<file path="src/rtl/core/qva_pkg.sv">
// Shared types and codes for the QoS vote aggregator.
package qva_pkg;

   localparam int LEVEL_W = 32;
   localparam int SLOT_W  = 5;
   localparam int TYPE_W  = 2;
   localparam int MODE_W  = 2;
   localparam int CSR_IDX_W = 2;

   localparam logic [TYPE_W-1:0] REQ_ADD    = 2'd0;
   localparam logic [TYPE_W-1:0] REQ_UPDATE = 2'd1;
   localparam logic [TYPE_W-1:0] REQ_REMOVE = 2'd2;

   localparam logic [MODE_W-1:0] MODE_MIN = 2'd0;
   localparam logic [MODE_W-1:0] MODE_MAX = 2'd1;
   localparam logic [MODE_W-1:0] MODE_SUM = 2'd2;

   localparam logic [CSR_IDX_W-1:0] CSR_MODE    = 2'd0;
   localparam logic [CSR_IDX_W-1:0] CSR_DEFAULT = 2'd1;
   localparam logic [CSR_IDX_W-1:0] CSR_EMPTY   = 2'd2;

   localparam logic signed [LEVEL_W-1:0] LEVEL_MAX   = 32'sh7FFF_FFFF;
   localparam logic signed [LEVEL_W-1:0] LEVEL_MIN   = 32'sh8000_0000;
   localparam logic signed [LEVEL_W-1:0] DEFAULT_MARK = -32'sd1;

   typedef struct packed {
      logic                      active;
      logic signed [LEVEL_W-1:0] level;
   } vote_type;

   typedef struct packed {
      logic                      any;
      logic signed [LEVEL_W-1:0] lo;
      logic signed [LEVEL_W-1:0] hi;
   } agg_type;

endpackage

</file>
<file path="src/rtl/core/qva_fold.sv">
// Shared compare-add unit: folds one vote into the running min, max and sum.
module qva_fold
   import qva_pkg::*;
#(
   parameter int SUM_W = 37
) (
   input  agg_type                  acc_in,
   input  logic signed [SUM_W-1:0]  sum_in,
   input  vote_type                 vote,
   output agg_type                  acc_out,
   output logic signed [SUM_W-1:0]  sum_out
);

   always_comb begin
      acc_out = acc_in;
      sum_out = sum_in;
      if (vote.active) begin
         acc_out.any = 1'b1;
         acc_out.lo  = (!acc_in.any || (vote.level < acc_in.lo)) ? vote.level : acc_in.lo;
         acc_out.hi  = (!acc_in.any || (vote.level > acc_in.hi)) ? vote.level : acc_in.hi;
         sum_out     = sum_in + SUM_W'(vote.level);
      end
   end

endmodule

</file>
<file path="src/rtl/core/qva_slot_store.sv">
// Slot table: active bits in flops, levels in a one-read one-write memory.
module qva_slot_store
   import qva_pkg::*;
#(
   parameter int SLOTS = 32,
   localparam int IDX_W = $clog2(SLOTS)
) (
   input  logic             clock,
   input  logic             reset,
   input  logic             rd_en,
   input  logic [IDX_W-1:0] rd_addr,
   output vote_type         rd_vote,
   input  logic             wr_en,
   input  logic [IDX_W-1:0] wr_addr,
   input  vote_type         wr_vote
);

   logic [SLOTS-1:0]          slot_active_ff;
   logic signed [LEVEL_W-1:0] slot_level_mem [SLOTS];
   logic                      rd_active_ff;
   logic signed [LEVEL_W-1:0] rd_level_ff;

   always_ff @(posedge clock) begin
      if (reset) begin
         slot_active_ff <= '0;
         rd_active_ff   <= 1'b0;
      end else begin
         if (wr_en) begin
            slot_active_ff[wr_addr] <= wr_vote.active;
         end
         if (rd_en) begin
            rd_active_ff <= slot_active_ff[rd_addr];
         end
      end
   end

   always_ff @(posedge clock) begin
      if (wr_en) begin
         slot_level_mem[wr_addr] <= wr_vote.level;
      end
      if (rd_en) begin
         rd_level_ff <= slot_level_mem[rd_addr];
      end
   end

   assign rd_vote.active = rd_active_ff;
   assign rd_vote.level  = rd_level_ff;

endmodule

</file>
<file path="src/rtl/core/qos_vote_aggregator.sv">
// QoS vote aggregator top level: request sequencer, slot scan and result register.
//
//  channel  | ports                                           | handshake
//  request  | req_type, req_slot_id, req_request_value       | req_valid / req_ready
//  response | rsp_target_level, rsp_changed, rsp_status      | rsp_valid / rsp_ready
//  csr      | csr_index, csr_wdata                           | csr_wr_en, no stall
//
// A request is taken only in IDLE, so a new one waits until the last has left EMIT; the
// scan feeds one slot per cycle from the level memory through the fold unit.
// The next request is taken while the response waits, and a finished result holds
// in EMIT until the output register is free.
// Reset clears all votes, the CSRs, the state and the handshake state; no clearing pass runs.
module qos_vote_aggregator
   import qva_pkg::*;
#(
   parameter int SLOTS = 32
) (
   input  logic                      clock,
   input  logic                      reset,
   input  logic                      req_valid,
   output logic                      req_ready,
   input  logic [TYPE_W-1:0]         req_type,
   input  logic [SLOT_W-1:0]         req_slot_id,
   input  logic signed [LEVEL_W-1:0] req_request_value,
   output logic                      rsp_valid,
   input  logic                      rsp_ready,
   output logic signed [LEVEL_W-1:0] rsp_target_level,
   output logic                      rsp_changed,
   output logic                      rsp_status,
   input  logic                      csr_wr_en,
   input  logic [CSR_IDX_W-1:0]      csr_index,
   input  logic [LEVEL_W-1:0]        csr_wdata
);

   localparam int IDX_W  = $clog2(SLOTS);
   localparam int CNT_W  = $clog2(SLOTS + 1);
   localparam int SUM_W  = LEVEL_W + $clog2(SLOTS);
   localparam int WIDE_W = ((IDX_W > SLOT_W) ? IDX_W : SLOT_W) + 1;
   localparam logic signed [SUM_W-1:0] SAT_MAX = SUM_W'(LEVEL_MAX);
   localparam logic signed [SUM_W-1:0] SAT_MIN = SUM_W'(LEVEL_MIN);

   typedef enum logic [6:0] {
      ST_IDLE   = 7'b0000001,
      ST_APPLY  = 7'b0000010,
      ST_SCAN   = 7'b0000100,
      ST_FOLD_B = 7'b0001000,
      ST_FOLD_A = 7'b0010000,
      ST_FINAL  = 7'b0100000,
      ST_EMIT   = 7'b1000000
   } state_type;

   state_type                 state_ff, state_in;
   logic [MODE_W-1:0]         mode_ff, mode_in;
   logic signed [LEVEL_W-1:0] default_ff, default_in;
   logic signed [LEVEL_W-1:0] empty_ff, empty_in;

   logic [TYPE_W-1:0]         type_ff, type_in;
   logic [IDX_W-1:0]          idx_ff, idx_in;
   logic                      in_range_ff, in_range_in;
   logic signed [LEVEL_W-1:0] raw_ff, raw_in;
   logic signed [LEVEL_W-1:0] level_ff, level_in;
   vote_type                  old_ff, old_in;
   vote_type                  new_ff, new_in;
   logic                      status_ff, status_in;

   logic [CNT_W-1:0]          scan_cnt_ff, scan_cnt_in;
   logic                      rd_pend_ff, rd_pend_in;
   logic [IDX_W-1:0]          rd_idx_ff, rd_idx_in;
   agg_type                   acc_ff, acc_in;
   logic signed [SUM_W-1:0]   sum_ff, sum_in;
   agg_type                   res_ff, res_in;
   logic signed [SUM_W-1:0]   res_sum_ff, res_sum_in;
   logic signed [LEVEL_W-1:0] before_ff, before_in;
   logic signed [LEVEL_W-1:0] after_ff, after_in;

   logic                      rsp_valid_ff, rsp_valid_in;
   logic signed [LEVEL_W-1:0] rsp_level_ff, rsp_level_in;
   logic                      rsp_changed_ff, rsp_changed_in;
   logic                      rsp_status_ff, rsp_status_in;

   logic [WIDE_W-1:0]         req_slot_wide;
   logic                      req_in_range;
   logic                      rd_en;
   logic [IDX_W-1:0]          rd_addr;
   vote_type                  rd_vote;
   logic                      wr_en;
   vote_type                  fold_vote;
   agg_type                   fold_acc;
   logic signed [SUM_W-1:0]   fold_sum;
   logic signed [LEVEL_W-1:0] final_level;
   vote_type                  look_vote;
   logic                      look_ok;

   assign req_slot_wide = WIDE_W'(req_slot_id);
   assign req_in_range  = req_slot_wide < WIDE_W'(SLOTS);
   assign look_vote     = in_range_ff ? rd_vote : '{active: 1'b0, level: '0};

   // Activity must match the request: add wants an idle slot, update and remove an active one.
   always_comb begin
      look_ok = 1'b1;
      if (type_ff == REQ_ADD) begin
         look_ok = in_range_ff && !look_vote.active;
      end else if (type_ff == REQ_UPDATE || type_ff == REQ_REMOVE) begin
         look_ok = in_range_ff && look_vote.active;
      end
   end

   // Final aggregate from the folded min, max and sum.
   always_comb begin
      final_level = empty_ff;
      if (res_ff.any) begin
         unique case (mode_ff)
            MODE_MIN: final_level = res_ff.lo;
            MODE_MAX: final_level = res_ff.hi;
            MODE_SUM: begin
               if (res_sum_ff > SAT_MAX) begin
                  final_level = LEVEL_MAX;
               end else if (res_sum_ff < SAT_MIN) begin
                  final_level = LEVEL_MIN;
               end else begin
                  final_level = res_sum_ff[LEVEL_W-1:0];
               end
            end
            default: final_level = DEFAULT_MARK;
         endcase
      end
   end

   // Fold input: the scanned slot (minus the slot acted on), then the old and new vote of it.
   always_comb begin
      fold_vote = rd_vote;
      if (state_ff == ST_FOLD_B) begin
         fold_vote = old_ff;
      end else if (state_ff == ST_FOLD_A) begin
         fold_vote = new_ff;
      end else if (in_range_ff && rd_idx_ff == idx_ff) begin
         fold_vote.active = 1'b0;
      end
   end

   always_comb begin
      mode_in        = mode_ff;
      default_in     = default_ff;
      empty_in       = empty_ff;
      state_in       = state_ff;
      type_in        = type_ff;
      idx_in         = idx_ff;
      in_range_in    = in_range_ff;
      raw_in         = raw_ff;
      level_in       = level_ff;
      old_in         = old_ff;
      new_in         = new_ff;
      status_in      = status_ff;
      scan_cnt_in    = scan_cnt_ff;
      rd_pend_in     = rd_pend_ff;
      rd_idx_in      = rd_idx_ff;
      acc_in         = acc_ff;
      sum_in         = sum_ff;
      res_in         = res_ff;
      res_sum_in     = res_sum_ff;
      before_in      = before_ff;
      after_in       = after_ff;
      rsp_valid_in   = rsp_valid_ff;
      rsp_level_in   = rsp_level_ff;
      rsp_changed_in = rsp_changed_ff;
      rsp_status_in  = rsp_status_ff;
      rd_en          = 1'b0;
      rd_addr        = scan_cnt_ff[IDX_W-1:0];
      wr_en          = 1'b0;

      if (csr_wr_en) begin
         unique case (csr_index)
            CSR_MODE:    mode_in    = csr_wdata[MODE_W-1:0];
            CSR_DEFAULT: default_in = csr_wdata;
            CSR_EMPTY:   empty_in   = csr_wdata;
            default:     ;
         endcase
      end

      if (rsp_valid_ff && rsp_ready) begin
         rsp_valid_in = 1'b0;
      end

      unique case (state_ff)
         ST_IDLE: begin
            rd_addr = req_slot_wide[IDX_W-1:0];
            if (req_valid) begin
               rd_en       = 1'b1;
               type_in     = req_type;
               idx_in      = req_slot_wide[IDX_W-1:0];
               in_range_in = req_in_range;
               raw_in      = req_request_value;
               level_in    = (req_request_value == DEFAULT_MARK) ? default_ff
                                                                 : req_request_value;
               state_in    = ST_APPLY;
            end
         end
         ST_APPLY: begin
            old_in    = look_vote;
            new_in    = look_vote;
            status_in = !look_ok;
            if (look_ok) begin
               if (type_ff == REQ_ADD) begin
                  new_in = '{active: 1'b1, level: level_ff};
               end else if (type_ff == REQ_UPDATE && raw_ff != look_vote.level) begin
                  new_in.level = level_ff;
               end else if (type_ff == REQ_REMOVE) begin
                  new_in.active = 1'b0;
               end
            end
            wr_en       = in_range_ff && look_ok;
            scan_cnt_in = '0;
            rd_pend_in  = 1'b0;
            acc_in      = '{any: 1'b0, lo: '0, hi: '0};
            sum_in      = '0;
            state_in    = ST_SCAN;
         end
         ST_SCAN: begin
            rd_pend_in = 1'b0;
            rd_idx_in  = scan_cnt_ff[IDX_W-1:0];
            if (scan_cnt_ff < CNT_W'(SLOTS)) begin
               rd_en       = 1'b1;
               rd_pend_in  = 1'b1;
               scan_cnt_in = scan_cnt_ff + 1'b1;
            end
            if (rd_pend_ff) begin
               acc_in = fold_acc;
               sum_in = fold_sum;
               if (scan_cnt_ff == CNT_W'(SLOTS)) begin
                  state_in = ST_FOLD_B;
               end
            end
         end
         ST_FOLD_B: begin
            res_in     = fold_acc;
            res_sum_in = fold_sum;
            state_in   = ST_FOLD_A;
         end
         ST_FOLD_A: begin
            before_in  = final_level;
            res_in     = fold_acc;
            res_sum_in = fold_sum;
            state_in   = ST_FINAL;
         end
         ST_FINAL: begin
            after_in = final_level;
            state_in = ST_EMIT;
         end
         ST_EMIT: begin
            // Hold until the output register is free.
            if (!rsp_valid_ff || rsp_ready) begin
               rsp_valid_in   = 1'b1;
               rsp_level_in   = after_ff;
               rsp_changed_in = after_ff != before_ff;
               rsp_status_in  = status_ff;
               state_in       = ST_IDLE;
            end
         end
         default: state_in = ST_IDLE;
      endcase
   end

   always_ff @(posedge clock) begin
      if (reset) begin
         state_ff     <= ST_IDLE;
         mode_ff      <= MODE_MIN;
         default_ff   <= '0;
         empty_ff     <= '0;
         rd_pend_ff   <= 1'b0;
         scan_cnt_ff  <= '0;
         rsp_valid_ff <= 1'b0;
      end else begin
         state_ff     <= state_in;
         mode_ff      <= mode_in;
         default_ff   <= default_in;
         empty_ff     <= empty_in;
         rd_pend_ff   <= rd_pend_in;
         scan_cnt_ff  <= scan_cnt_in;
         rsp_valid_ff <= rsp_valid_in;
      end
   end

   always_ff @(posedge clock) begin
      type_ff        <= type_in;
      idx_ff         <= idx_in;
      in_range_ff    <= in_range_in;
      raw_ff         <= raw_in;
      level_ff       <= level_in;
      old_ff         <= old_in;
      new_ff         <= new_in;
      status_ff      <= status_in;
      rd_idx_ff      <= rd_idx_in;
      acc_ff         <= acc_in;
      sum_ff         <= sum_in;
      res_ff         <= res_in;
      res_sum_ff     <= res_sum_in;
      before_ff      <= before_in;
      after_ff       <= after_in;
      rsp_level_ff   <= rsp_level_in;
      rsp_changed_ff <= rsp_changed_in;
      rsp_status_ff  <= rsp_status_in;
   end

   qva_slot_store #(
      .SLOTS (SLOTS)
   ) u_store (
      .clock   (clock),
      .reset   (reset),
      .rd_en   (rd_en),
      .rd_addr (rd_addr),
      .rd_vote (rd_vote),
      .wr_en   (wr_en),
      .wr_addr (idx_ff),
      .wr_vote (new_in)
   );

   qva_fold #(
      .SUM_W (SUM_W)
   ) u_fold (
      .acc_in  (acc_ff),
      .sum_in  (sum_ff),
      .vote    (fold_vote),
      .acc_out (fold_acc),
      .sum_out (fold_sum)
   );

   assign req_ready        = state_ff == ST_IDLE;
   assign rsp_valid        = rsp_valid_ff;
   assign rsp_target_level = rsp_level_ff;
   assign rsp_changed      = rsp_changed_ff;
   assign rsp_status       = rsp_status_ff;

   a_busy_after_accept : assert property (@(posedge clock) disable iff (reset)
      (req_valid && req_ready) |=> !req_ready)
      else $error("request taken while a vote is in flight");

   a_reject_no_change : assert property (@(posedge clock) disable iff (reset)
      (rsp_valid && rsp_status) |-> !rsp_changed)
      else $error("rejected request reported a changed target");

   a_scan_bound : assert property (@(posedge clock) disable iff (reset)
      scan_cnt_ff <= CNT_W'(SLOTS))
      else $error("scan counter ran past the table");

   a_emit_holds : assert property (@(posedge clock) disable iff (reset)
      (state_ff == ST_EMIT && rsp_valid_ff && !rsp_ready) |=>
         (state_ff == ST_EMIT && $stable(rsp_target_level)))
      else $error("result overwrote a beat not yet taken");

endmodule
</file>
<file path="config.mk">
export PLATFORM = sky130hd
export DESIGN_NAME = qos_vote_aggregator
export DESIGN_NICKNAME = d
export VERILOG_FILES = /design/src/rtl/core/qva_pkg.sv /design/src/rtl/core/qva_fold.sv /design/src/rtl/core/qva_slot_store.sv /design/src/rtl/core/qos_vote_aggregator.sv
export SDC_FILE = /design/constraint.sdc
export NUM_CORES = 2
export LEC_CHECK = 0
export BUFFER_PORTS_ARGS = -buffer_cell sky130_fd_sc_hd__buf_2
export CAP_MARGIN = 30
export CORE_AREA = 2 2 412 414
export DETAILED_ROUTE_END_ITERATION = 10
export DIE_AREA = 0 0 414 416
export PLACE_DENSITY_LB_ADDON = 0.25
export REMOVE_ABC_BUFFERS = 1
export SLEW_MARGIN = 20
export SYNTH_ARGS = -nofsm -noshare
export SYNTH_HDL_FRONTEND = slang
export SYNTH_SLANG_ARGS = --single-unit
</file>
<file path="constraint.sdc">
create_clock -name clock -period 5.8 [get_ports clock]
set_input_delay 0.58 -clock clock [delete_from_list [all_inputs] [get_ports clock]]
set_output_delay 0.58 -clock clock [all_outputs]
set_load 0.005 [all_outputs]
</file>
Yosys cells after proc, flatten, opt, wreduce, memory -nomap -nowiden
Memories as Yosys holds them, arrays and structs flattened. A register that Yosys moved wholly into a read port is not among the register bits.
Cells that the tools add are included.
- register bits: 560
- RAM bits: 1024
- bits of input ports: 78
- output and inout bits: 36
- word-level logic and storage cells: 145
- memories kept: 1
- memories (name ; depth ; bits a word ; rd ports ; clocked after memory_dff ; write ports ; RTL line ; source):
    u_store.slot_level_mem ; 32 ; 32 ; 1 ; 1 ; 1 ; qva_slot_store.sv:19 ; logic signed [LEVEL_W-1:0] slot_level_mem [SLOTS];
- add/subtract/negate cells: 2
- magnitude comparators: 9
- eq/ne operators: 23
- mux-type cells: 49
- reductions and logical operators: 28
- operators with widths (kind ; number):
    $mux W32 ; 8
    $mux W33 ; 5
    $mux W65 ; 2
    $pmux W65 S2 ; 1
    $pmux W32 S3 ; 1
    $mux W37 ; 2
    $pmux W37 S2 ; 1
    $ne A32 B32 Y1 ; 2
    $pmux W7 S7 ; 1
    $add A37 B32 Y37 ; 1
    $gt A37 B32 Y1 const B ; 1
    $lt A37 B32 Y1 const B ; 1
    $bwmux W32 ; 1
    $eq A32 B1 Y1 const B ; 1
    $gt A32 B32 Y1 ; 1
    $lt A32 B32 Y1 ; 1
    $mux W7 ; 4
    $lt A5 B6 Y1 const B ; 3
    $mux W1 ; 16
    $reduce_and A2 Y1 ; 7
    $pmux W6 S2 ; 1
    $ne A2 B2 Y1 const B ; 5
    $eq A7 B1 Y1 const B ; 1
    $eq A7 B2 Y1 const B ; 1
    24 further kinds ; 43

Longest topological paths before layout
- word-level depth: 11
- gate-level depth with buffers: 18
- depth with buffers taken out: 15

Cells and area by module
A second synthesis with hierarchy kept.
- cell total of the unflattened synthesis: 3883
- area, all modules: 66522.6 um^2
- modules (own cells, without submodules) (module ; times used ; cells an instance ; area each (um^2)):
    qva_slot_store ; 1 ; 1717 ; 41340.9
    qos_vote_aggregator ; 1 ; 1556 ; 20447.1
    qva_fold ; 1 ; 610 ; 4734.5

Worst setup path before layout
OpenSTA, ideal clock, no wires.
- path kind: register to register
- start: reg state_ff[6]
- end: reg acc_ff[0] (netlist bit), enable pin
- setup time: 0.459 ns
- data arrival time: 5.340 ns
- data required time: 5.341 ns
- path slack: 0.001 ns
- cell stages (with the launch flop): 5
- period minus slack after synthesis: 5.799 ns
- cells stage by stage: dfxtp_1 or4_1 clkbuf_2 nor4b_2 a21o_1
- word-level cells in the longest chain between the ends: 3
- elaborated cells between the ends (all ways): 5
- those cells by class: 3 x eq/ne; 2 x reduce/logical
- RTL lines (item ; RTL line ; source):
    start, declared ; qos_vote_aggregator.sv:52 ; state_type state_ff, state_in;
    start signal, assigned ; qos_vote_aggregator.sv:273 ; state_ff <= state_in;
    $eq A7 B3 Y1 or $eq A7 B2 Y1 (tied branches) ; qos_vote_aggregator.sv:184 ; unique case (state_ff)
    $ne A2 B2 Y1 (no line) or $reduce_bool A2 Y1 (tied branches) ; n/a ;
    $reduce_and A2 Y1 (no line) * ; n/a ;
    end signal, assigned ; qos_vote_aggregator.sv:293 ; acc_ff <= acc_in;
    end, declared ; qos_vote_aggregator.sv:69 ; agg_type acc_ff, acc_in;
Every way passes the cells marked *; elsewhere a longest branch is shown, timed or not.
A chain may end at the register's enable or synchronous reset.

==> flow_summary.toml <==
[status]
run_status = "finished clean"

[timing]
fin_crit_sh = 0.959
slew_violations = 0
min_period_ps = 5560
worst_pin_slew_ps = 1020
timing.final.ws_setup_ps = 237
timing.setup.tns_ps = 0
fmaxAchievable_mhz = 180
final-setup-viol-count = 0
fin_skew_ps = 58.7
rsz0062_at_grt = "yes"
hold_violations = 0
slew_headroom = 0.319

[logic_synthesis]
synthArstFlopShare = 0
synth_largest_area_cell = "edfxtp_1"
synthCells = 5135
synth_area_leaders = "edfxtp_1, nand2_1, dfxtp_1"
synth_cell_type_count = 73
avgSynthCellArea_sq_um = 13.0
yosysSeqAreaShare = 0.704
ys.flop_type = "edfxtp_1"
synth_warnings = 0
synth_area_sq_um = 66800
ys_ff_latch = 1615
synth_top_area_frac = 0.660
synth_edf_count = 1468

[clocking]
clockBufferDepth = 3
cts_tree = "yes"
numClockSinks = 1615
post_cts_buffers = 0
htree_levels = 4
root_buffer = "clkbuf_16"
cts_buffers = 168
clk_pin_slew_worst_paths_ps = 60
clock_latency_ps = 820

[critical_path]
critPathLaunchType = "register"
crit_family = "simple AND/OR/NAND/NOR gates"
crit_slowest_cell = "or4_1"
crit_type = "reg2reg"
crit_chain = "or4_1, or3_4, a31oi_1, ha_1, nand2_1, o21ai_0, a211oi_1, or3b_1, a311oi_2, o21ai_0, a31oi_4, buf_4, mux2_2, and2_1"
end_kind = "register"
critPathMaxFanout = 48
arrival_ps = 6090
worstPathRequired_ps = 6330
critPathMaxStageDelay_ps = 710
path_buf_inv = 1
cp_common_cell = "o21ai_0"

[cells_and_area]
area_growth_pct = 15.2
n_antenna_cell = 0
final_cells = 7682
utilization = 0.457
final_common_cell = "edfxtp_1"
nNetsFinal = 5507
nFillCells = 15000
layout_common_cells = "edfxtp_1, nand2_1, nand3_1"
drive_gt1_frac = 0.136

[floorplan]
die_w_um = 414
die_h_um = 416
core_sq_um = 168000
io_pins = 114
std_cell_rows = 151
dieArea_sq_um = 172000
start_util = 0.397

[routing]
drt-pass1-iter-count = 5
drcViolationCount = 0
drt_iter0_markers = 4780
viasPerCell = 5.61
ant_nets = 0
num_vias = 43100
wire_per_inst_um = 25.8
wl_mm = 198

[placed_design]
dp.cells = 7357
pre_cts_slack_ps = 138
gp_congestion = 0.847
post-dp-hpwl_mm = 121
portBuffers = 113

[pwr]
p_total_mw = 37.7
powerDensity_nw_per_um2 = 490
ir_worst_vdd_mv = 0.368
power_leakage_nw = 26.3

[global_routing]
grt_pass1_wl_mm = 287
track_usage = 0.226
grt_pass1_vias = 41300
grt_max_degree = 151
antenna_found_initial = 6
grt-ovfl-total = 0

[min_path]
worstHoldPathType = "in2reg"

[job]
maxCapViolations = 0
-- registers in the layout (all words and copies together) (netlist names), 33 cells and up --
name	count
res_sum_ff	37
acc_ff	65
u_store.slot_level_mem	1024
sum_ff	37
old_ff	33
res_ff	65
new_ff	33
-- Yosys cell counts, types with 5 or more instances --
master	n
a41oi_1	34
nand3_1	349
nor2_1	202
a211oi_1	51
nor4_1	12
ha_1	103
mux2i_1	144
nor3_1	13
nand2_1	1171
nand4_1	69
a32oi_1	96
a21o_1	13
nand3b_1	5
and2_1	107
o21ai_0	154
xor2_1	17
buf_2	15
nor2b_1	7
mux2_2	75
edfxtp_1	1468
buf_1	12
a21oi_1	129
a31oi_1	140
clkbuf_1	249
a2111oi_0	37
mux2_4	28
and3_1	5
o211ai_1	7
o21a_1	12
inv_1	88
dfxtp_1	147
xnor2_1	86
-- stage by stage --
stage	instance area, sq um	hold slack, ps
finish	76900	60.4
global route	76900	29.3
CTS	76900	0.716
detailed placement	71200	421
global placement	71100	410
floorplan	65600	400
-- power by group --
part	internal (mW)	switching [mW]	leakage (nW)
registers	14.8	0.533	14.6
logic	3.58	7.96	9.10
clock network	6.13	4.66	2.65
-- kinds of logic after synthesis --
family / after synthesis / synth area share
AO/OA/AOI/OAI: 714 / 0.0712
XOR/XNOR: 103 / 0.0135
flip-flops: 1615 / 0.704
adder cells (fa/ha/maj): 104 / 0.0196
multiplexers: 250 / 0.0415
buffers and inverters: 373 / 0.0220
AND/OR/NAND/NOR: 1976 / 0.128
-- routing by layer --
metal | GRT usage | wire length [um] | up-vias | share of wire
li1 | - | - | 19400 | -
met1 | 0.305 | 82300 | 21800 | 0.42
met2 | 0.375 | 95700 | 1623 | 0.48
met3 | 0.0335 | 13600 | 329 | 0.069
met4 | 0.0777 | 6450 | 2 | 0.033
met5 | 0 | 20 | - | 0.00010
-- layout make-up --
class,count,area (sq um),area share
well taps,2218,2780,0.0361
clock inverters,93,1090,0.0142
repair buffers,305,2370,0.0308
inverters,88,330,0.00429
flip-flops and latches,1615,47000,0.611
clock buffers,216,4430,0.0575
multi-input cells,3147,18900,0.246
-- worst paths after layout --
kind | slack [ps] | from | depth (start not counted) | endpoint
setup / recovery | 240 | state_ff[6]$_SDFFE_PP0P_ | 14 | acc_ff[35]$_SDFFCE_PN0P_
hold / removal | 60 | csr_wdata[10] | 3 | default_ff[10]$_SDFFE_PP0P_
setup reg to reg | 240 | state_ff[6]$_SDFFE_PP0P_ | 14 | acc_ff[35]$_SDFFCE_PN0P_
hold reg to reg | 420 | status_ff$_DFFE_PP_ | 0 | rsp_status$_DFFE_PP_
-- worst reg2reg max path, cell delays in order (launching register included) --
cell and delay (ps):
dfxtp_1 340, or4_1 710, or3_4 650, a31oi_1 700, ha_1 380, nand2_1 60, o21ai_0 110, a211oi_1 310
or3b_1 390, a311oi_2 310, o21ai_0 180, a31oi_4 220, buf_4 380, mux2_2 410, and2_1 160
-- what timing repair did --
action | CTS | global route
gates resized for setup | 0 | 3
hold endpoints to repair | 14 | 0
hold buffers | 13 | 0
endpoints found under the setup margin | 0 | 58
No activity file was read; power rests on OpenSTA's default activity.
